$ cat src/rtl/core/tscf_pkg.sv
// ----------------------------------------------------------------------------
// tscf_pkg
// Shared constants, register map and types of the text stream filter.
// ----------------------------------------------------------------------------
package tscf_pkg;

  // Default width of the line number in decimal digits
  localparam int unsigned NumberDigitsDefault = 6;
  // Entries in the queue between front and back
  localparam int unsigned QueueDepthDefault   = 2;

  // Configuration register indexes
  localparam int unsigned CfgAddrWidth = 5;
  localparam logic [2:0] REG_NUMBER_NONBLANK = 3'd0;
  localparam logic [2:0] REG_NUMBER_ALL      = 3'd1;
  localparam logic [2:0] REG_SQUEEZE_BLANK   = 3'd2;
  localparam logic [2:0] REG_SHOW_ENDS       = 3'd3;
  localparam logic [2:0] REG_SHOW_TABS       = 3'd4;
  localparam logic [2:0] REG_SHOW_NONPRINT   = 3'd5;

  // Character codes
  localparam logic [7:0] CHAR_TAB     = 8'd9;
  localparam logic [7:0] CHAR_NL      = 8'd10;
  localparam logic [7:0] CHAR_SPACE   = 8'd32;
  localparam logic [7:0] CHAR_DOLLAR  = 8'd36;
  localparam logic [7:0] CHAR_ZERO    = 8'd48;
  localparam logic [7:0] CHAR_QMARK   = 8'd63;
  localparam logic [7:0] CHAR_I       = 8'd73;
  localparam logic [7:0] CHAR_CARET   = 8'd94;
  localparam logic [7:0] CHAR_DEL     = 8'd127;
  localparam logic [7:0] CTRL_LIMIT   = 8'd32;
  localparam logic [7:0] CARET_OFFSET = 8'd64;

  // Option bits
  typedef struct packed {
    logic number_nonblank;
    logic number_all;
    logic squeeze_blank;
    logic show_ends;
    logic show_tabs;
    logic show_nonprint;
  } tscf_cfg_t;

  // Work for one input byte: optional number prefix, then up to three
  // suffix bytes ('$', carets, the byte itself)
  typedef struct packed {
    logic            numbered;
    logic [1:0]      sfx_last;
    logic [2:0][7:0] sfx;
  } tscf_desc_t;

endpackage

$ cat src/rtl/core/tscf_front.sv
// ----------------------------------------------------------------------------
// tscf_front
// Accepts input bytes, tracks line state and builds one work descriptor per
// byte that is not squeezed away.
// ----------------------------------------------------------------------------
module tscf_front import tscf_pkg::*; #(
  parameter int unsigned NUMBER_DIGITS = NumberDigitsDefault
) (
  input  logic                       clk_i,
  input  logic                       rst_ni,
  input  tscf_cfg_t                  cfg_i,
  input  logic                       s_valid_i,
  input  logic [7:0]                 s_byte_i,
  output logic                       s_ready_o,
  input  logic                       q_full_i,
  output logic                       push_o,
  output tscf_desc_t                 desc_o,
  output logic [4*NUMBER_DIGITS-1:0] bcd_o
);

  localparam int unsigned BcdWidth = 4 * NUMBER_DIGITS;

  // Saturating BCD increment
  function automatic logic [BcdWidth-1:0] bcd_inc(input logic [BcdWidth-1:0] v);
    logic [BcdWidth-1:0] r;
    logic                carry;
    logic                nines;
    r     = v;
    carry = 1'b1;
    nines = 1'b1;
    for (int i = 0; i < NUMBER_DIGITS; i++) begin
      if (v[4*i +: 4] != 4'd9) nines = 1'b0;
    end
    for (int i = 0; i < NUMBER_DIGITS; i++) begin
      if (carry) begin
        if (v[4*i +: 4] >= 4'd9) begin
          r[4*i +: 4] = 4'd0;
        end else begin
          r[4*i +: 4] = v[4*i +: 4] + 4'd1;
          carry       = 1'b0;
        end
      end
    end
    return nines ? v : r;
  endfunction

  logic [BcdWidth-1:0] bcd_q, bcd_d;
  logic                line_start_q, line_start_d;
  logic [1:0]          nl_run_q, nl_run_d;

  logic       accept;
  logic       is_nl;
  logic       caret;
  logic       drop;
  logic       c1, c2, c3, dollar;
  logic [7:0] b1, b2, b3;
  logic [1:0] cnt;
  logic       numbered;

  assign s_ready_o = !q_full_i;
  assign accept    = s_valid_i && !q_full_i;
  assign is_nl     = (s_byte_i == CHAR_NL);
  assign caret     = cfg_i.show_nonprint || cfg_i.show_ends || cfg_i.show_tabs;
  assign drop      = cfg_i.squeeze_blank && is_nl && (nl_run_q >= 2'd2);
  assign push_o    = accept && !drop;
  assign bcd_o     = bcd_q;

  // Classify the byte: caret escapes, tab display, end marker
  always_comb begin
    c1 = caret && (((s_byte_i < CTRL_LIMIT) && (s_byte_i != CHAR_TAB) && !is_nl)
                   || s_byte_i[7]);
    b1 = c1 ? (s_byte_i + CARET_OFFSET) : s_byte_i;
    c2 = caret && (b1 == CHAR_DEL);
    b2 = c2 ? CHAR_QMARK : b1;
    c3 = cfg_i.show_tabs && (b2 == CHAR_TAB);
    b3 = c3 ? CHAR_I : b2;
    dollar = cfg_i.show_ends && is_nl;
  end

  // Pack the suffix bytes in output order
  always_comb begin
    cnt    = 2'd0;
    desc_o = '0;
    if (dollar) begin
      desc_o.sfx[cnt] = CHAR_DOLLAR;
      cnt = cnt + 2'd1;
    end
    if (c1) begin
      desc_o.sfx[cnt] = CHAR_CARET;
      cnt = cnt + 2'd1;
    end
    if (c2 || c3) begin
      desc_o.sfx[cnt] = CHAR_CARET;
      cnt = cnt + 2'd1;
    end
    desc_o.sfx[cnt] = b3;
    desc_o.sfx_last = cnt;
    desc_o.numbered = numbered;
  end

  assign numbered = line_start_q &&
                    (cfg_i.number_nonblank ? !is_nl : cfg_i.number_all);

  // Advance line state on each byte that is kept
  always_comb begin
    bcd_d        = bcd_q;
    line_start_d = line_start_q;
    nl_run_d     = nl_run_q;
    if (push_o) begin
      nl_run_d     = (cfg_i.squeeze_blank && is_nl) ? nl_run_q + 2'd1 : 2'd0;
      line_start_d = is_nl;
      if (numbered) bcd_d = bcd_inc(bcd_q);
    end
  end

  always_ff @(posedge clk_i or negedge rst_ni) begin
    if (!rst_ni) begin
      bcd_q        <= BcdWidth'(1);
      line_start_q <= 1'b1;
      nl_run_q     <= 2'd1;
    end else begin
      bcd_q        <= bcd_d;
      line_start_q <= line_start_d;
      nl_run_q     <= nl_run_d;
    end
  end

endmodule

$ cat src/rtl/core/tscf_queue.sv
// ----------------------------------------------------------------------------
// tscf_queue
// Small FIFO of work descriptors between the front and the back.
// ----------------------------------------------------------------------------
module tscf_queue import tscf_pkg::*; #(
  parameter int unsigned WIDTH = 8,
  parameter int unsigned DEPTH = QueueDepthDefault
) (
  input  logic             clk_i,
  input  logic             rst_ni,
  input  logic             push_i,
  input  logic [WIDTH-1:0] wdata_i,
  output logic             full_o,
  input  logic             pop_i,
  output logic             valid_o,
  output logic [WIDTH-1:0] rdata_o
);

  localparam int unsigned PtrWidth = (DEPTH > 1) ? $clog2(DEPTH) : 1;
  localparam int unsigned CntWidth = $clog2(DEPTH + 1);

  logic [WIDTH-1:0]    mem_q [DEPTH];
  logic [PtrWidth-1:0] wr_ptr_q, wr_ptr_d;
  logic [PtrWidth-1:0] rd_ptr_q, rd_ptr_d;
  logic [CntWidth-1:0] count_q, count_d;
  logic                do_push, do_pop;

  assign full_o  = (count_q == CntWidth'(DEPTH));
  assign valid_o = (count_q != '0);
  assign rdata_o = mem_q[rd_ptr_q];
  assign do_push = push_i && !full_o;
  assign do_pop  = pop_i && valid_o;

  // Advance pointers with wrap
  always_comb begin
    wr_ptr_d = wr_ptr_q;
    rd_ptr_d = rd_ptr_q;
    count_d  = count_q;
    if (do_push) begin
      wr_ptr_d = (wr_ptr_q == PtrWidth'(DEPTH - 1)) ? '0 : wr_ptr_q + 1'b1;
    end
    if (do_pop) begin
      rd_ptr_d = (rd_ptr_q == PtrWidth'(DEPTH - 1)) ? '0 : rd_ptr_q + 1'b1;
    end
    if (do_push && !do_pop) count_d = count_q + 1'b1;
    if (!do_push && do_pop) count_d = count_q - 1'b1;
  end

  always_ff @(posedge clk_i or negedge rst_ni) begin
    if (!rst_ni) begin
      wr_ptr_q <= '0;
      rd_ptr_q <= '0;
      count_q  <= '0;
    end else begin
      wr_ptr_q <= wr_ptr_d;
      rd_ptr_q <= rd_ptr_d;
      count_q  <= count_d;
    end
  end

  // Store entries
  always_ff @(posedge clk_i) begin
    if (do_push) mem_q[wr_ptr_q] <= wdata_i;
  end

endmodule

$ cat src/rtl/core/tscf_back.sv
// ----------------------------------------------------------------------------
// tscf_back
// Walks each descriptor one output word per cycle while the output is ready:
// number digits, tab, then suffix bytes, into a registered output stage.
// ----------------------------------------------------------------------------
module tscf_back import tscf_pkg::*; #(
  parameter int unsigned NUMBER_DIGITS = NumberDigitsDefault
) (
  input  logic                       clk_i,
  input  logic                       rst_ni,
  input  logic                       q_valid_i,
  input  tscf_desc_t                 desc_i,
  input  logic [4*NUMBER_DIGITS-1:0] bcd_i,
  output logic                       pop_o,
  output logic                       m_valid_o,
  input  logic                       m_ready_i,
  output logic [7:0]                 m_byte_o,
  output logic                       m_last_o
);

  localparam int unsigned PosWidth = $clog2(NUMBER_DIGITS + 4);
  localparam int unsigned DigWidth = (NUMBER_DIGITS > 1) ? $clog2(NUMBER_DIGITS) : 1;

  logic [3:0]          digit [NUMBER_DIGITS];
  logic [NUMBER_DIGITS-1:0] blank;
  logic                lead;
  logic [PosWidth-1:0] step_q, step_d;
  logic [PosWidth-1:0] pos;
  logic [PosWidth-1:0] sfx_pos;
  logic [DigWidth-1:0] dig_idx;
  logic [7:0]          word;
  logic                is_last;
  logic                load;

  logic                valid_q, valid_d;
  logic [7:0]          byte_q, byte_d;
  logic                last_q, last_d;

  // Split the number and blank its leading zeros
  always_comb begin
    lead = 1'b1;
    for (int i = NUMBER_DIGITS - 1; i >= 0; i--) begin
      digit[i] = bcd_i[4*i +: 4];
      blank[i] = lead && (digit[i] == 4'd0) && (i != 0);
      if (digit[i] != 4'd0) lead = 1'b0;
    end
  end

  // Position within the entry; skip the prefix when not numbered
  assign pos     = step_q + (desc_i.numbered ? PosWidth'(0) : PosWidth'(NUMBER_DIGITS + 1));
  assign sfx_pos = pos - PosWidth'(NUMBER_DIGITS + 1);
  assign dig_idx = DigWidth'(PosWidth'(NUMBER_DIGITS - 1) - pos);
  assign is_last = (sfx_pos == PosWidth'(desc_i.sfx_last)) &&
                   (pos > PosWidth'(NUMBER_DIGITS));

  // Select the word at this position
  always_comb begin
    if (pos < PosWidth'(NUMBER_DIGITS)) begin
      word = blank[dig_idx] ? CHAR_SPACE : (CHAR_ZERO + {4'd0, digit[dig_idx]});
    end else if (pos == PosWidth'(NUMBER_DIGITS)) begin
      word = CHAR_TAB;
    end else begin
      word = desc_i.sfx[sfx_pos[1:0]];
    end
  end

  assign load  = q_valid_i && (!valid_q || m_ready_i);
  assign pop_o = load && is_last;

  // Load the output stage and step through the entry
  always_comb begin
    step_d  = step_q;
    valid_d = valid_q;
    byte_d  = byte_q;
    last_d  = last_q;
    if (load) begin
      valid_d = 1'b1;
      byte_d  = word;
      last_d  = is_last;
      step_d  = is_last ? '0 : step_q + 1'b1;
    end else if (m_ready_i) begin
      valid_d = 1'b0;
    end
  end

  always_ff @(posedge clk_i or negedge rst_ni) begin
    if (!rst_ni) begin
      step_q  <= '0;
      valid_q <= 1'b0;
    end else begin
      step_q  <= step_d;
      valid_q <= valid_d;
    end
  end

  // Hold the word payload
  always_ff @(posedge clk_i) begin
    byte_q <= byte_d;
    last_q <= last_d;
  end

  assign m_valid_o = valid_q;
  assign m_byte_o  = byte_q;
  assign m_last_o  = last_q;

endmodule

$ cat src/rtl/core/text_stream_cat_filter.sv
// ----------------------------------------------------------------------------
// text_stream_cat_filter
// Line numbering and visible-character text filter on byte streams.
// ----------------------------------------------------------------------------
// Takes one text byte per input word and emits its transformed bytes as
// output words, with tlast on the final word caused by each input byte.
// Plain text flows at one byte per cycle while the output accepts words.
// An input byte that expands into k words (a line number prefix of
// NUMBER_DIGITS digits and a tab, a '$' end marker, caret escapes) holds
// the output sequencer until its k words are out; the input side keeps
// taking bytes until the descriptor queue of QUEUE_DEPTH entries fills.
// Squeezed blank lines are taken and emit nothing. Options go through the
// APB port at byte address 4*index; the user must write them only while the
// stream is idle, which the block does not check; reset clears all of them.
// ----------------------------------------------------------------------------
module text_stream_cat_filter import tscf_pkg::*; #(
  parameter int unsigned NUMBER_DIGITS = NumberDigitsDefault,
  parameter int unsigned QUEUE_DEPTH   = QueueDepthDefault
) (
  input  logic                    clk_i,
  input  logic                    rst_ni,
  // Input stream
  input  logic                    s_axis_tvalid,
  output logic                    s_axis_tready,
  input  logic [7:0]              s_axis_tdata,   // [7:0] in_byte
  // Output stream
  output logic                    m_axis_tvalid,
  input  logic                    m_axis_tready,
  output logic [7:0]              m_axis_tdata,   // [7:0] out_byte
  output logic                    m_axis_tlast,   // last_of_run
  // Configuration
  input  logic                    psel,
  input  logic                    penable,
  input  logic                    pwrite,
  input  logic [CfgAddrWidth-1:0] paddr,
  input  logic [31:0]             pwdata,
  output logic [31:0]             prdata,
  output logic                    pready
);

  localparam int unsigned BcdWidth   = 4 * NUMBER_DIGITS;
  localparam int unsigned EntryWidth = BcdWidth + $bits(tscf_desc_t);

  tscf_cfg_t           cfg_q, cfg_d;
  logic [2:0]          reg_idx;
  logic                cfg_wr;
  logic                rd_bit;

  logic                q_full, q_push, q_pop, q_valid;
  tscf_desc_t          f_desc, b_desc;
  logic [BcdWidth-1:0] f_bcd, b_bcd;
  logic [EntryWidth-1:0] q_rdata;

  // Register access
  assign pready  = 1'b1;
  assign reg_idx = paddr[4:2];
  assign cfg_wr  = psel && penable && pwrite;

  always_comb begin
    cfg_d = cfg_q;
    if (cfg_wr) begin
      case (reg_idx)
        REG_NUMBER_NONBLANK: cfg_d.number_nonblank = pwdata[0];
        REG_NUMBER_ALL:      cfg_d.number_all      = pwdata[0];
        REG_SQUEEZE_BLANK:   cfg_d.squeeze_blank   = pwdata[0];
        REG_SHOW_ENDS:       cfg_d.show_ends       = pwdata[0];
        REG_SHOW_TABS:       cfg_d.show_tabs       = pwdata[0];
        REG_SHOW_NONPRINT:   cfg_d.show_nonprint   = pwdata[0];
        default:             cfg_d = cfg_q;
      endcase
    end
  end

  always_comb begin
    case (reg_idx)
      REG_NUMBER_NONBLANK: rd_bit = cfg_q.number_nonblank;
      REG_NUMBER_ALL:      rd_bit = cfg_q.number_all;
      REG_SQUEEZE_BLANK:   rd_bit = cfg_q.squeeze_blank;
      REG_SHOW_ENDS:       rd_bit = cfg_q.show_ends;
      REG_SHOW_TABS:       rd_bit = cfg_q.show_tabs;
      REG_SHOW_NONPRINT:   rd_bit = cfg_q.show_nonprint;
      default:             rd_bit = 1'b0;
    endcase
  end
  assign prdata = {31'd0, rd_bit};

  always_ff @(posedge clk_i or negedge rst_ni) begin
    if (!rst_ni) begin
      cfg_q <= '0;
    end else begin
      cfg_q <= cfg_d;
    end
  end

  // Front: accept and classify
  tscf_front #(
    .NUMBER_DIGITS(NUMBER_DIGITS)
  ) u_front (
    .clk_i     (clk_i),
    .rst_ni    (rst_ni),
    .cfg_i     (cfg_q),
    .s_valid_i (s_axis_tvalid),
    .s_byte_i  (s_axis_tdata),
    .s_ready_o (s_axis_tready),
    .q_full_i  (q_full),
    .push_o    (q_push),
    .desc_o    (f_desc),
    .bcd_o     (f_bcd)
  );

  // Descriptor queue
  tscf_queue #(
    .WIDTH(EntryWidth),
    .DEPTH(QUEUE_DEPTH)
  ) u_queue (
    .clk_i   (clk_i),
    .rst_ni  (rst_ni),
    .push_i  (q_push),
    .wdata_i ({f_bcd, f_desc}),
    .full_o  (q_full),
    .pop_i   (q_pop),
    .valid_o (q_valid),
    .rdata_o (q_rdata)
  );

  assign b_bcd  = q_rdata[EntryWidth-1 -: BcdWidth];
  assign b_desc = tscf_desc_t'(q_rdata[$bits(tscf_desc_t)-1:0]);

  // Back: emit output words
  tscf_back #(
    .NUMBER_DIGITS(NUMBER_DIGITS)
  ) u_back (
    .clk_i     (clk_i),
    .rst_ni    (rst_ni),
    .q_valid_i (q_valid),
    .desc_i    (b_desc),
    .bcd_i     (b_bcd),
    .pop_o     (q_pop),
    .m_valid_o (m_axis_tvalid),
    .m_ready_i (m_axis_tready),
    .m_byte_o  (m_axis_tdata),
    .m_last_o  (m_axis_tlast)
  );

endmodule
$ cat config.mk
export PLATFORM = sky130hd
export DESIGN_NAME = text_stream_cat_filter
export DESIGN_NICKNAME = d
export VERILOG_FILES = /design/src/rtl/core/tscf_pkg.sv /design/src/rtl/core/tscf_front.sv /design/src/rtl/core/tscf_queue.sv /design/src/rtl/core/tscf_back.sv /design/src/rtl/core/text_stream_cat_filter.sv
export SDC_FILE = /design/constraint.sdc
export NUM_CORES = 1
export LEC_CHECK = 0
export ABC_AREA = 1
export BUFFER_PORTS_ARGS = -buffer_cell sky130_fd_sc_hd__buf_2
export CORE_MARGIN = 1
export CORE_UTILIZATION = 40
export DETAILED_ROUTE_END_ITERATION = 8
export PLACE_DENSITY_LB_ADDON = 0.12
export SLEW_MARGIN = 25
export SYNTH_ARGS = -nofsm -noshare
export SYNTH_HDL_FRONTEND = slang
export SYNTH_SLANG_ARGS = --single-unit
$ cat constraint.sdc
create_clock -name clk_i -period 5.73 [get_ports clk_i]
set_input_delay 1.146 -clock clk_i [delete_from_list [all_inputs] [get_ports clk_i]]
set_output_delay 1.146 -clock clk_i [all_outputs]
set_load 0.02 [all_outputs]
==> After elaboration in Yosys (flattened, before gate mapping) <==
Memories as Yosys holds them, arrays and structs flattened.
Cells that the tools add are included.
{ "totals": {"ff_bits": 51, "latch_bits": 0, "mem_bits_rw": 102, "mem_bits_ro": 0, "in_bits": 52, "output_inout_bits": 44, "word_cells": 225, "memories": 1} }
{ "op_classes": {"add_sub_neg": 19, "n_mul": 0, "div": 0, "order_cmp": 19, "n_eq_ne": 18, "shifts": 0, "muxes": 76, "bitwise": 8, "reduce_logical": 63} }
{ "mem_list": {"columns": ["name", "depth", "word_bits", "read_ports", "rd_clocked_by_memory_dff", "write_ports", "line", "rtl"], "rows": [
  ["u_queue.mem_q", 2, 51, 1, 0, 1, "tscf_queue.sv:22", "logic [WIDTH-1:0] mem_q [DEPTH];"]
]} }
{ "op_table": {"columns": ["cell", "n"], "rows": [
  ["$mux W8", 10],
  ["$demux W8 S2", 3],
  ["$mux W24", 2],
  ["$mux W1", 40],
  ["$mux W4", 9],
  ["$add A4 B1 Y4 const B", 7],
  ["$ge A4 B4 Y1 const B", 7],
  ["$logic_and A1 B1 Y1", 27],
  ["$bwmux W24", 1],
  ["$ne A4 B4 Y1 const B", 6],
  ["$logic_not A4 Y1", 5],
  ["$reduce_and A4 Y1", 5],
  ["$not A9 Y9", 2],
  ["$bmux W8 S2", 1],
  ["$eq A8 B4 Y1 const B", 2],
  ["$reduce_bool A4 Y1", 4],
  ["$or A15 B15 Y15", 1],
  ["$or A4 B15 Y15", 1],
  ["$bmux W4 S3", 1],
  ["$reduce_and A2 Y1", 6],
  ["$mux W2", 5],
  ["$and A3 B9 Y9", 1],
  ["$and A9 B9 Y9", 1],
  ["$lt A2 B3 Y1 const B", 3],
  ["36 further kinds", 53]
]} }

==> Longest topological paths before layout <==
Gate-level depths: netlist of run 1.
{ "depth": {"word_depth": 19, "mapped_depth": 22, "depth_no_buf": 19} }

==> Cells and area by module <==
A second synthesis of run 1 with hierarchy kept.
{ "unflattened": {"cells_unflattened": 875, "hier_area_um2": 8164.1} }
{ "modules_own_cells": {"columns": ["module", "n_inst", "cells_each", "area_each_um2", "seq_area_each_um2"], "rows": [
  ["tscf_queue", 1, 298, 3966.3, 3163.0],
  ["tscf_front", 1, 300, 2228.4, 679.4],
  ["tscf_back", 1, 193, 1370.1, 395.4],
  ["text_stream_cat_filter", 1, 84, 599.3, 150.1]
]} }

==> Worst setup path before layout of run 1 <==
Ideal clock, no wire load.
{ "synth_path": {"path_type": "input port to flip-flop", "start": "input port s_axis_tdata[6]", "end": "memory u_queue.mem_q[1][0] in the netlist's numbering (enable)", "setup_ns": 0.461, "t_arrival_ns": 4.031, "t_required_ns": 5.269, "slack_ns": 1.238, "cell_stages": 9, "n_path_buf": 0, "path_cell_list": "inv_1 -> ha_1 -> nand2_1 -> nor2_1 -> nand2_4 -> nor2_1 -> o21ai_2 -> nand3_4 -> nor2_1"} }
{ "synth_via": {"elab_chain_len": 8} }
{ "synth_rtl": {"columns": ["element", "line", "rtl"], "rows": [
  ["start, declared", "text_stream_cat_filter.sv:25", "input logic [7:0] s_axis_tdata,"],
  ["$eq A8 B4 Y1", "tscf_front.sv:62", "assign is_nl = (s_byte_i == CHAR_NL);"],
  ["$logic_and A1 B1 Y1 (2 in series)", "tscf_front.sv:64", "assign drop = cfg_i.squeeze_blank && is_nl && (nl_run_q >= 2'd2);"],
  ["$logic_not A1 Y1", "tscf_front.sv:65", "assign push_o = accept && !drop;"],
  ["$logic_and A1 B1 Y1", "tscf_front.sv:65", null],
  ["$logic_and A1 B1 Y1", "tscf_queue.sv:31", "assign do_push = push_i && !full_o;"],
  ["$mux W1", "tscf_queue.sv:63", "if (do_push) mem_q[wr_ptr_q] <= wdata_i;"],
  ["$mux W1 (not written as such)", "tscf_queue.sv:63", null],
  ["end, declared", "tscf_queue.sv:22", null]
]} }
No other way between the ends.

==> Worst setup path after layout of run 1 <==
{ "layout_path": {"start": "register u_queue.rd_ptr_q", "end": "register u_queue.count_q[1]"} }
{ "layout_via": {"elab_chain_len": 11, "word_cells_on_any_way": 14, "classes_between": "add/sub: 2; order compare: 1; eq/ne: 1; mux: 2; reduce/logical: 7; memory: 1"} }
{ "layout_rtl": {"columns": ["element", "line", "rtl"], "rows": [
  ["start, declared", "tscf_queue.sv:24", "logic [PtrWidth-1:0] rd_ptr_q, rd_ptr_d;"],
  ["start signal, assigned", "tscf_queue.sv:56", "rd_ptr_q <= rd_ptr_d;"],
  ["$mem_v2 Z2 W51 (*)", null, null],
  ["$mux W3", "tscf_back.sv:50", "assign pos = step_q + (desc_i.numbered ? PosWidth'(0) : PosWidth'(NUMBER_DIGITS + 1));"],
  ["$add A4 B3 Y4", "tscf_back.sv:50", null],
  ["$sub A4 B3 Y4", "tscf_back.sv:51", "assign sfx_pos = pos - PosWidth'(NUMBER_DIGITS + 1);"],
  ["$eq A4 B2 Y1", "tscf_back.sv:53", "assign is_last = (sfx_pos == PosWidth'(desc_i.sfx_last)) &&"],
  ["$logic_and A1 B1 Y1 (*)", "tscf_back.sv:53", null],
  ["$logic_and A1 B1 Y1 (*)", "tscf_back.sv:68", "assign pop_o = load && is_last;"],
  ["$logic_and A1 B1 Y1 (*)", "tscf_queue.sv:32", "assign do_pop = pop_i && valid_o;"],
  ["via u_queue.do_pop", "tscf_queue.sv:26", "logic do_push, do_pop;"],
  ["$logic_not A1 Y1", "tscf_queue.sv:45", "if (do_push && !do_pop) count_d = count_q + 1'b1;"],
  ["$logic_and A1 B1 Y1", "tscf_queue.sv:45", null],
  ["$reduce_bool A2 Y1 (no source line)", null, null],
  ["end signal, assigned", "tscf_queue.sv:57", "count_q <= count_d;"],
  ["end, declared", "tscf_queue.sv:25", "logic [CntWidth-1:0] count_q, count_d;"]
]} }
The timed path passes the listed nets; every way through them passes the cells marked *.
A chain may end at the register's enable or synchronous reset.

==> flow_metrics.env, run 1 <==
export IMPL_ys_seq_elements=153
export IMPL_combPwrFrac_pct=45.0
export IMPL_synth_edf_count=111
export IMPL_power_leakage_nw=3.67
export IMPL_rsz0062_at_grt="no"
export IMPL_clock_path_buffers=2
export IMPL_min_path_type="register to register"
export IMPL_io_buffer_count=30
export IMPL_dr_pass1_iters=4
export IMPL_synthDistinctLibCells=55
export IMPL_grtUsageTotal_pct=17.6
export IMPL_grt_pass1_vias=5280
export IMPL_routedWlPerCell_microns=15.2
export IMPL_io_pins=96
export IMPL_p_int_mw=2.83
export IMPL_endpoint_kind="register"
export IMPL_dieArea_sq_um=20100
export IMPL_syn_cell_area_sq_um=7830
export IMPL_arrival_ns=4.98
export IMPL_syn_inst=769
export IMPL_gr_usage_met3_pct=4.12
export IMPL_core_area_sq_um=19000
export IMPL_yosysMostFrequentCell="nand2_1"
export IMPL_postLayoutCoreUtil_pct=46.0
export IMPL_drt_wl_total_mm=16.4
export IMPL_pwr_share_clk_pct=22.2
export IMPL_syn_to_final_growth_pct=11.5
export IMPL_cts_hold_buffers_added=0
export IMPL_antenna_left=0
export IMPL_start_kind="register"
export IMPL_p_sw_mw=2.01
export IMPL_die_w_microns=142
export IMPL_synth_top_cells_by_count="124 x nand2_1, 111 x edfxtp_1, 77 x inv_1"
export IMPL_hold_viol_final=0
export IMPL_grt_busiest_layer="met2"
export IMPL_yosys_area_top_type="edfxtp_1"
export IMPL_fin_setup_tns_ns=0
export IMPL_grt_remaining_overflow=0
export IMPL_root_buffer="clkbuf_16"
export IMPL_diodes=0
export IMPL_place_congestion=0.900
export IMPL_drv_cap=0
export IMPL_grt_start_max_net_pins=43
export IMPL_cts_tree="built"
export IMPL_fp_row_count=50
export IMPL_status="complete, no violations"
export IMPL_cts_sinks=153
export IMPL_placed_cells=1045
export IMPL_synth_area_leaders="edfxtp_1 43%, dfrtp_1 12%, nand2_1 5.9%, ha_1 5.1%, inv_1 3.7%"
export IMPL_final_cells=1077
export IMPL_num_nets_final=889
export IMPL_drt_iter0_drc=333
export IMPL_postCtsSetupBuffers=0
export IMPL_ys_seq_area_share_pct=56.1
export IMPL_layout_drive_gt1_share_pct=14.3
export IMPL_critical_path_max_fanout=20
export IMPL_netSwitchingFraction_pct=41.5
export IMPL_final_period_utilization_pct=81.7
export IMPL_worstMarginPinSlew_ns=0.798
export IMPL_place_hpwl_mm=11.5
export IMPL_antenna_found_initial=0
export IMPL_met2_usage_pct=28.5
export IMPL_syn_area_per_cell_sq_um=10.2
export IMPL_htreeDepth=4
export IMPL_met1_usage_pct=23.5
export IMPL_fin_skew_ns=0.0155
export IMPL_initial_core_util_pct=41.3
export IMPL_cts_made_buffers=17
export IMPL_slew_viol_final=0
export IMPL_crit_required_ns=6.03
export IMPL_synth_ff_type="edfxtp_1"
export IMPL_crit_type="register to register"
export IMPL_cts_clk_slew_worst_paths_ns=0.06
export IMPL_viasPerCell=5.01
export IMPL_die_height_microns=142
export IMPL_power_per_cell_area_nw_per_um2=555
export IMPL_slew_headroom_pct=46.7
export IMPL_async_reset_ff_share_pct=27.5
export IMPL_cts_resized=0
export IMPL_ir_worst_vdd_mv=0.300
export IMPL_vias=5393
export IMPL_ys_warnings_count=0
export IMPL_insertion_delay_ns=0.42
export IMPL_synth_top_area_share_pct=42.6
export IMPL_period_needed_ns=4.68
export IMPL_seqPwrFrac_pct=32.7
export IMPL_grt_pass1_wl_mm=26.9
export IMPL_timing_fmax_mhz=213
export IMPL_drcViolationCount=0
export IMPL_setup_violations=0
==> cells in the final DEF, fill, tap and decap left out, types with 3 or more instances in the layout <==
cell type and instances:
nand4_1 11, inv_2 6, o21ai_1 6, buf_4 8, or2_2 3, ha_1 32
dfrtp_1 39, nor2_1 57, o21ai_0 54, nand3_1 52, mux2i_1 10, nor4_1 4
conb_1 32, a31oi_1 6, xor2_1 7, nand3_4 3, o21a_1 3, clkinv_2 4
nand2_2 14, nand2_1 124, clkbuf_16 17, inv_1 77, nor2_2 3, nor2_4 4
a21oi_1 30, o311ai_0 3, nand3_2 4, clkinv_1 3, a221oi_1 3, nor3_1 9
nand2_4 6, o22ai_1 6, o31ai_1 3, buf_2 29, xnor2_1 3, edfxtp_1 111
dfstp_2 3
==> state kept, by name, summed over array words and instances, names as in the netlist <==
name and cells:
u_back.step_q 4, u_back.m_valid_o 1, u_front.bcd_o 24, u_queue.wr_ptr_q 1
u_front.nl_run_q 2, u_queue.count_q 2, u_front.line_start_q 1, cfg_q 6
u_queue.mem_q 102, u_queue.rd_ptr_q 1, u_back.m_last_o 1, u_back.m_byte_o 8
==> power groups by stage <==
stage               clock network [mW]  logic (mW)  registers, mW
floorplan                            0        1.53           1.65
global placement                     0        2.15           1.60
detailed placement                   0        2.20           1.61
CTS                               1.10        2.21           1.59
global route                      1.15        2.47           1.61
finish                            1.08        2.18           1.59
==> cells by family (layout without fill, tap and decap cells) <==
| kind of cell | count (synthesis) | in the layout | share of synthesized area (%) |
|---|---|---|---|
| AO/OA/AOI/OAI | 128 | 128 | 9.50 |
| XOR/XNOR | 10 | 10 | 1.12 |
| adder cells (fa/ha/maj) | 33 | 33 | 5.37 |
| buffers and inverters | 136 | 154 | 8.36 |
| flip-flops | 153 | 153 | 56.1 |
| multiplexers | 10 | 10 | 1.28 |
| other | 2 | 32 | 0.0959 |
| AND/OR/NAND/NOR | 297 | 297 | 18.2 |
==> final cells by class <==
class	instances	area [sq um]
fillers	1748	10200
flip-flops and latches	153	4390
multi-input cells	510	2910
clock buffers	19	443
well taps	260	325
inverters	85	323
repair buffers	37	205
clock inverters	13	128
==> metal layers <==
layer / vias to the layer above / routed length [microns]
met5: - / 0
met4: 0 / 153
met3: 15 / 601
met2: 132 / 7740
met1: 2590 / 7880
li1: 2656 / -
==> worst max-delay path: stages (launching register included) <==
cell and delay [ns]:
dfrtp_1 0.32, buf_4 0.28, inv_1 0.09, or2_2 0.27, o21ai_0 0.21, ha_1 0.27
inv_1 0.06, fa_1 0.82, inv_1 0.22, ha_1 0.49, xor2_1 0.21, nor3_1 0.22
nand3_1 0.20, nor2_2 0.24, ha_1 0.29, a21oi_1 0.11, o21ai_0 0.11, xor2_1 0.15
==> stage by stage <==
stage | power, mW | cell area (sq um) | hold slack (ns) | worst slack, ns
3_3_place_gp | 3.75 | 8150 | 0.475 | 1.14
4_1_cts | 4.90 | 8720 | 0.479 | 1.01
3_5_place_dp | 3.80 | 8150 | 0.463 | 1.03
6_report | 4.85 | 8720 | 0.477 | 1.05
5_1_grt | 5.22 | 8720 | 0.491 | 0.613
2_1_floorplan | 3.18 | 7940 | 0.442 | 1.24
==> path summary, 6_finish.rpt <==
| kind | from | end | slack (ns) | depth (start not counted) |
|---|---|---|---|---|
| worst max-delay path | u_queue.rd_ptr_q | u_queue.count_q[1] | 1.05 | 17 |
| worst min-delay path | u_front.bcd_o[15] | u_queue.mem_q[1][42] | 0.48 | 0 |
| min in group asynchronous | rst_ni | u_queue.count_q[0] | 0.70 | 1 |
| worst max register to register | u_queue.rd_ptr_q | u_queue.count_q[1] | 1.05 | 17 |
| max in group asynchronous | rst_ni | u_front.bcd_o[3] | 4.59 | 1 |
| worst min register to register | u_front.bcd_o[15] | u_queue.mem_q[1][42] | 0.48 | 0 |
(Power assumes the default switching activity.)
==> inputs of run 2 (changes only) <==
- clock period: 5.73 -> 4.2 ns (I/O delays scaled with it)
==> run 2 against run 1 <==
- core utilization hardly changed
- highest routed layer unchanged
- largest cell class unchanged
- setup slack worse by 0.62 ns
- hold slack worse by 0.061 ns
- register-to-register slack worse by 0.62 ns
- power is 36% higher
- count of clock-buffer cells in the layout stayed put
- global-route usage is 0.19 points lower
- via count is 0.46% lower
- critical path depth is 2 higher
==> flow_metrics.env, run 2 (synthesis results as in run 1) <==
export IMPL_final_cell_mix="124 x nand2_1, 111 x edfxtp_1, 77 x inv_1"
export IMPL_reg2reg_from="u_queue.rd_ptr_q"
export IMPL_slew_headroom_pct=52.0
export IMPL_clock_path_buffers=2
export IMPL_postCtsSetupBuffers=0
export IMPL_r2r_end="u_queue.count_q[1]"
export IMPL_syn_to_final_growth_pct=11.4
export IMPL_register_area_sq_um=4390
export IMPL_start_kind="register"
export IMPL_grtUsageTotal_pct=17.4
export IMPL_top_register="u_queue.mem_q"
export IMPL_vias=5368
export IMPL_cp_startpoint="u_queue.rd_ptr_q"
export IMPL_grt_pass1_wl_mm=26.6
export IMPL_layout_drive_gt1_share_pct=14.7
export IMPL_cts_resized=0
export IMPL_p_total_mw=6.61
export IMPL_worst_path_buf_inv=4
export IMPL_fin_setup_tns_ns=0
export IMPL_ff2ff_setup_slack_ns=0.43
export IMPL_combPwrFrac_pct=46.1
export IMPL_place_ws_ns=0.381
export IMPL_p_sw_mw=2.76
export IMPL_antenna_left=0
export IMPL_place_hpwl_mm=11.1
export IMPL_drcViolationCount=0
export IMPL_io_buffer_count=30
export IMPL_layout_commonest_cell="nand2_1"
export IMPL_io_pins=96
export IMPL_drt_wl_total_mm=16.1
export IMPL_ff2ff_path_depth=19
export IMPL_final_period_utilization_pct=89.8
export IMPL_dieArea_sq_um=20100
export IMPL_grt_start_max_net_pins=52
export IMPL_dr_pass1_iters=5
export IMPL_routedWlPerCell_microns=14.9
export IMPL_core_area_sq_um=19000
export IMPL_critical_path_cell_chain="inv_1 -> or2_2 -> o21ai_0 -> ha_1 -> inv_1 -> fa_1 -> or2_2 -> nand2_1 -> inv_1 -> ha_1 -> inv_1 -> nor3_1 -> nor2_2 -> nand3_1 -> nor2_2 -> ha_1 -> a21oi_1 -> o21ai_0 -> xor2_1"
export IMPL_cts_hold_buffers_added=0
export IMPL_largest_reg_flops=102
export IMPL_p_int_mw=3.85
export IMPL_drv_cap=0
export IMPL_antenna_found_initial=0
export IMPL_crit_required_ns=4.50
export IMPL_cts_clk_slew_worst_paths_ns=0.06
export IMPL_hold_viol_final=0
export IMPL_arrival_ns=4.07
export IMPL_diodes=0
export IMPL_worstMarginPinSlew_ns=0.721
export IMPL_cts_made_buffers=17
export IMPL_timing_fmax_mhz=265
export IMPL_cts_tree="built"
export IMPL_grt_pass1_vias=5280
export IMPL_layout_setup_ws_ns=0.427
export IMPL_cp_slowest_cell="fa_1"
export IMPL_grt_remaining_overflow=0
export IMPL_insertion_delay_ns=0.42
export IMPL_fp_row_count=50
export IMPL_whs_ns=0.416
export IMPL_min_path_type="input pin to asynchronous set/reset pin"
export IMPL_cts_sinks=153
export IMPL_crit_type="register to register"
export IMPL_die_height_microns=142
export IMPL_endpoint_kind="register"
export IMPL_path_common_cell="inv_1"
export IMPL_period_needed_ns=3.77
export IMPL_crit_end="u_queue.count_q[1]"
export IMPL_setup_violations=0
export IMPL_cp_depth=19
export IMPL_initial_core_util_pct=41.3
export IMPL_cpPeakStageDelay_ns=0.40
export IMPL_htreeDepth=4
export IMPL_pwr_share_clk_pct=21.2
export IMPL_root_buffer="clkbuf_16"
export IMPL_power_leakage_nw=3.66
export IMPL_slew_viol_final=0
export IMPL_multi_input_area_sq_um=2910
export IMPL_netSwitchingFraction_pct=41.8
export IMPL_num_nets_final=893
export IMPL_fin_skew_ns=0.00970
export IMPL_rsz0062_at_grt="no"
export IMPL_status="complete, no violations"
export IMPL_drt_iter0_drc=315
export IMPL_power_per_cell_area_nw_per_um2=758
export IMPL_crit_family="simple AND/OR/NAND/NOR gates"
export IMPL_critical_path_max_fanout=5
export IMPL_seqPwrFrac_pct=32.7
export IMPL_fill_cells=1769
export IMPL_place_congestion=0.815
export IMPL_die_w_microns=142
export IMPL_viasPerCell=4.97
export IMPL_ir_worst_vdd_mv=0.374
-- run 2: area by class of cell --
cell class / instances / area share [%]
Clock buffer: 19 / 4.96
Inverter: 85 / 3.70
Multi-Input combinational cell: 510 / 33.4
Clock inverter: 13 / 1.20
Sequential cell: 153 / 50.3
Tap cell: 260 / 3.73
Timing Repair Buffer: 41 / 2.70
-- run 2: worst min path at each step --
stage                           end              start  depth (start not counted)
6_report         u_queue.count_q[0]             rst_ni                          1
5_1_grt          u_queue.count_q[0]             rst_ni                          1
4_1_cts          u_queue.count_q[0]             rst_ni                          1
3_5_place_dp   u_queue.mem_q[1][44]  u_front.bcd_o[17]                          0
3_3_place_gp   u_queue.mem_q[0][42]  u_front.bcd_o[15]                          0
2_1_floorplan  u_queue.mem_q[0][42]  u_front.bcd_o[15]                          0
-- run 2: per-stage QoR --
step | cells | util [%] | instance area (sq um)
floorplan | 799 | - | 7940
global placement | 1049 | 43.2 | 8180
detailed placement | 1049 | 43.2 | 8180
CTS | 1081 | 46.0 | 8720
global route | 1081 | 46.0 | 8720
finish | 1081 | 46.0 | 8720
-- run 2: per-layer routing --
| layer | track usage (%) | vias up | share of wire, % |
|---|---|---|---|
| li1 | - | 2653 | - |
| met1 | 23.2 | 2562 | 49 |
| met2 | 28.1 | 134 | 46 |
| met3 | 3.48 | 19 | 3.4 |
| met4 | 6.62 | 0 | 1.7 |
| met5 | 0 | - | 0 |
-- run 2: worst reg2reg max path, cell delays in order (launching register included) --
cell	delay, ns
dfrtp_1	0.36
inv_1	0.06
or2_2	0.26
o21ai_0	0.12
ha_1	0.22
inv_1	0.06
fa_1	0.40
or2_2	0.30
nand2_1	0.09
inv_1	0.06
ha_1	0.21
inv_1	0.05
nor3_1	0.06
nor2_2	0.20
nand3_1	0.23
nor2_2	0.28
ha_1	0.30
a21oi_1	0.13
o21ai_0	0.11
xor2_1	0.15
-- run 2: power by group through the flow --
stage                     registers (mW)  clock network (mW)  logic [mW]
after floorplan                     2.25                   0        2.08
after global placement              2.19                   0        3.04
after detailed placement            2.19                   0        3.07
after CTS                           2.17                1.43        3.09
after global routing                2.19                1.49        3.45
final                               2.16                1.40        3.05
==> inputs of run 3 (changes only) <==
- CELL_PAD_IN_SITES_DETAIL_PLACEMENT: default -> 1
- CELL_PAD_IN_SITES_GLOBAL_PLACEMENT: default -> 1
==> run 3 against run 2 <==
- core utilization up 0.51 points
- setup slack lost 0.12 ns
- critical endpoint unchanged
- clock skew rose by 0.0041 ns
- design area increased by 1.1%
- clock power grew 16%
- final cell count barely moved
- via count grew 2.7%
- non-clock buffer count is 1 lower
- register-to-register slack lost 0.12 ns
- routed wire length up 13%
==> flow_metrics.env, run 3 (synthesis results as in run 1) <==
export IMPL_status="complete, no violations"
export IMPL_crit_type="register to register"
export IMPL_period_needed_ns=3.89
export IMPL_worstMarginPinSlew_ns=0.729
export IMPL_fill_cells=2145
export IMPL_grt_pass1_vias=5752
export IMPL_die_height_microns=142
export IMPL_critical_path_cell_chain="inv_1 -> or2_2 -> o21ai_2 -> ha_1 -> inv_1 -> fa_1 -> inv_1 -> ha_1 -> xor2_1 -> nor3_1 -> nand3_2 -> nor2_4 -> ha_1 -> a21oi_1 -> o21ai_0 -> xor2_1"
export IMPL_io_pins=96
export IMPL_drt_iter0_drc=213
export IMPL_power_per_cell_area_nw_per_um2=784
export IMPL_die_w_microns=142
export IMPL_arrival_ns=4.18
export IMPL_viasPerCell=5.11
export IMPL_cp_slowest_cell="fa_1"
export IMPL_layout_setup_ws_ns=0.309
export IMPL_cts_sinks=153
export IMPL_fin_skew_ns=0.0138
export IMPL_slew_viol_final=0
export IMPL_place_ws_ns=0.194
export IMPL_fin_setup_tns_ns=0
export IMPL_layout_drive_gt1_share_pct=15.2
export IMPL_p_sw_mw=2.89
export IMPL_critical_path_max_fanout=8
export IMPL_initial_core_util_pct=41.3
export IMPL_fp_row_count=50
export IMPL_netSwitchingFraction_pct=41.8
export IMPL_whs_ns=0.439
export IMPL_power_leakage_nw=3.70
export IMPL_root_buffer="clkbuf_16"
export IMPL_top_register="u_queue.mem_q"
export IMPL_drv_cap=0
export IMPL_layout_commonest_cell="nand2_1"
export IMPL_min_path_type="input pin to asynchronous set/reset pin"
export IMPL_drt_wl_total_mm=18.1
export IMPL_htreeDepth=4
export IMPL_core_area_sq_um=19000
export IMPL_placed_cell_area_sq_um=8180
export IMPL_clock_path_buffers=2
export IMPL_dr_pass1_iters=5
export IMPL_place_hpwl_mm=12.8
export IMPL_p_int_mw=4.02
export IMPL_diodes=0
export IMPL_grt_remaining_overflow=0
export IMPL_routedWlPerCell_microns=16.8
export IMPL_antenna_found_initial=0
export IMPL_cts_clk_slew_worst_paths_ns=0.06
export IMPL_antenna_left=0
export IMPL_dieArea_sq_um=20100
export IMPL_vias=5515
export IMPL_setup_violations=0
export IMPL_hold_viol_final=0
export IMPL_rsz0062_at_grt="no"
export IMPL_grt_pass1_wl_mm=30.3
export IMPL_timing_fmax_mhz=257
export IMPL_start_kind="register"
export IMPL_combPwrFrac_pct=45.1
export IMPL_endpoint_kind="register"
export IMPL_num_nets_final=892
export IMPL_ir_worst_vdd_mv=0.405
export IMPL_pwr_share_clk_pct=23.5
export IMPL_fin_area_sq_um=8820
export IMPL_final_cells=1080
export IMPL_insertion_delay_ns=0.42
export IMPL_syn_to_final_growth_pct=12.7
export IMPL_postCtsSetupBuffers=0
export IMPL_drcViolationCount=0
export IMPL_slew_headroom_pct=51.4
export IMPL_seqPwrFrac_pct=31.5
export IMPL_cts_tree="built"
export IMPL_cts_made_buffers=17
export IMPL_crit_family="adder cells"
export IMPL_final_period_utilization_pct=92.6
export IMPL_worst_path_buf_inv=3
export IMPL_largest_reg_flops=102
export IMPL_grt_start_max_net_pins=52
export IMPL_io_buffer_count=30
export IMPL_crit_required_ns=4.49
export IMPL_grtUsageTotal_pct=19.6
export IMPL_placed_cells=1048
export IMPL_place_congestion=0.847
export IMPL_final_cell_mix="124 x nand2_1, 111 x edfxtp_1, 77 x inv_1"
export IMPL_cpPeakStageDelay_ns=0.53
## run 3: final cells by class
cell class | count | area [sq um] | area share, %
Clock inverter | 12 | 160 | 1.82
Sequential cell | 153 | 4390 | 49.8
Inverter | 85 | 323 | 3.66
Clock buffer | 20 | 468 | 5.31
Tap cell | 260 | 325 | 3.69
Timing Repair Buffer | 40 | 228 | 2.58
Multi-Input combinational cell | 510 | 2930 | 33.2
## run 3: metal layers
layer	GRT usage (%)	vias to the layer above	wire length (microns)	part of all wire [%]
met2	32.2	95	8650	48
li1	-	2643	-	-
met5	0	-	0	0
met4	4.87	0	129	0.71
met1	26.8	2766	8740	48
met3	3.71	11	607	3.3
## run 3: stage by stage
stage	power, mW	util, %
global route	7.43	46.5
detailed placement	5.30	43.1
CTS	6.95	46.4
finish	6.91	46.5
floorplan	4.33	-
global placement	5.22	43.1
## run 3: worst paths after layout
path,from,end,slack [ns],depth (start not counted)
max,u_queue.rd_ptr_q,u_queue.count_q[1],0.31,16
min,rst_ni,u_back.step_q[0],0.44,1
max reg2reg,u_queue.rd_ptr_q,u_queue.count_q[1],0.31,16
min reg2reg,u_front.bcd_o[3],u_queue.mem_q[0][30],0.49,0
max in group asynchronous,rst_ni,u_front.bcd_o[3],3.35,1
min in group clk_i,u_front.bcd_o[3],u_queue.mem_q[0][30],0.49,0
## run 3: worst register-to-register path, stage by stage, from the launching register on
cell,delay [ns]
dfrtp_1,0.42
inv_1,0.07
or2_2,0.28
o21ai_2,0.11
ha_1,0.21
inv_1,0.07
fa_1,0.53
inv_1,0.11
ha_1,0.45
xor2_1,0.22
nor3_1,0.25
nand3_2,0.19
nor2_4,0.17
ha_1,0.28
a21oi_1,0.14
o21ai_0,0.12
xor2_1,0.15
## run 3: power groups by stage
stage | registers (mW) | clock network (mW) | logic (mW)
after floorplan | 2.25 | 0 | 2.08
after global placement | 2.19 | 0 | 3.02
after detailed placement | 2.20 | 0 | 3.10
after CTS | 2.18 | 1.65 | 3.12
after global routing | 2.21 | 1.71 | 3.52
final | 2.18 | 1.62 | 3.12
## run 3: timing repair
item / CTS / global route
hold buffers: 0 / 0
gates resized for setup: 0 / 4
endpoints found under the setup margin: 0 / 1
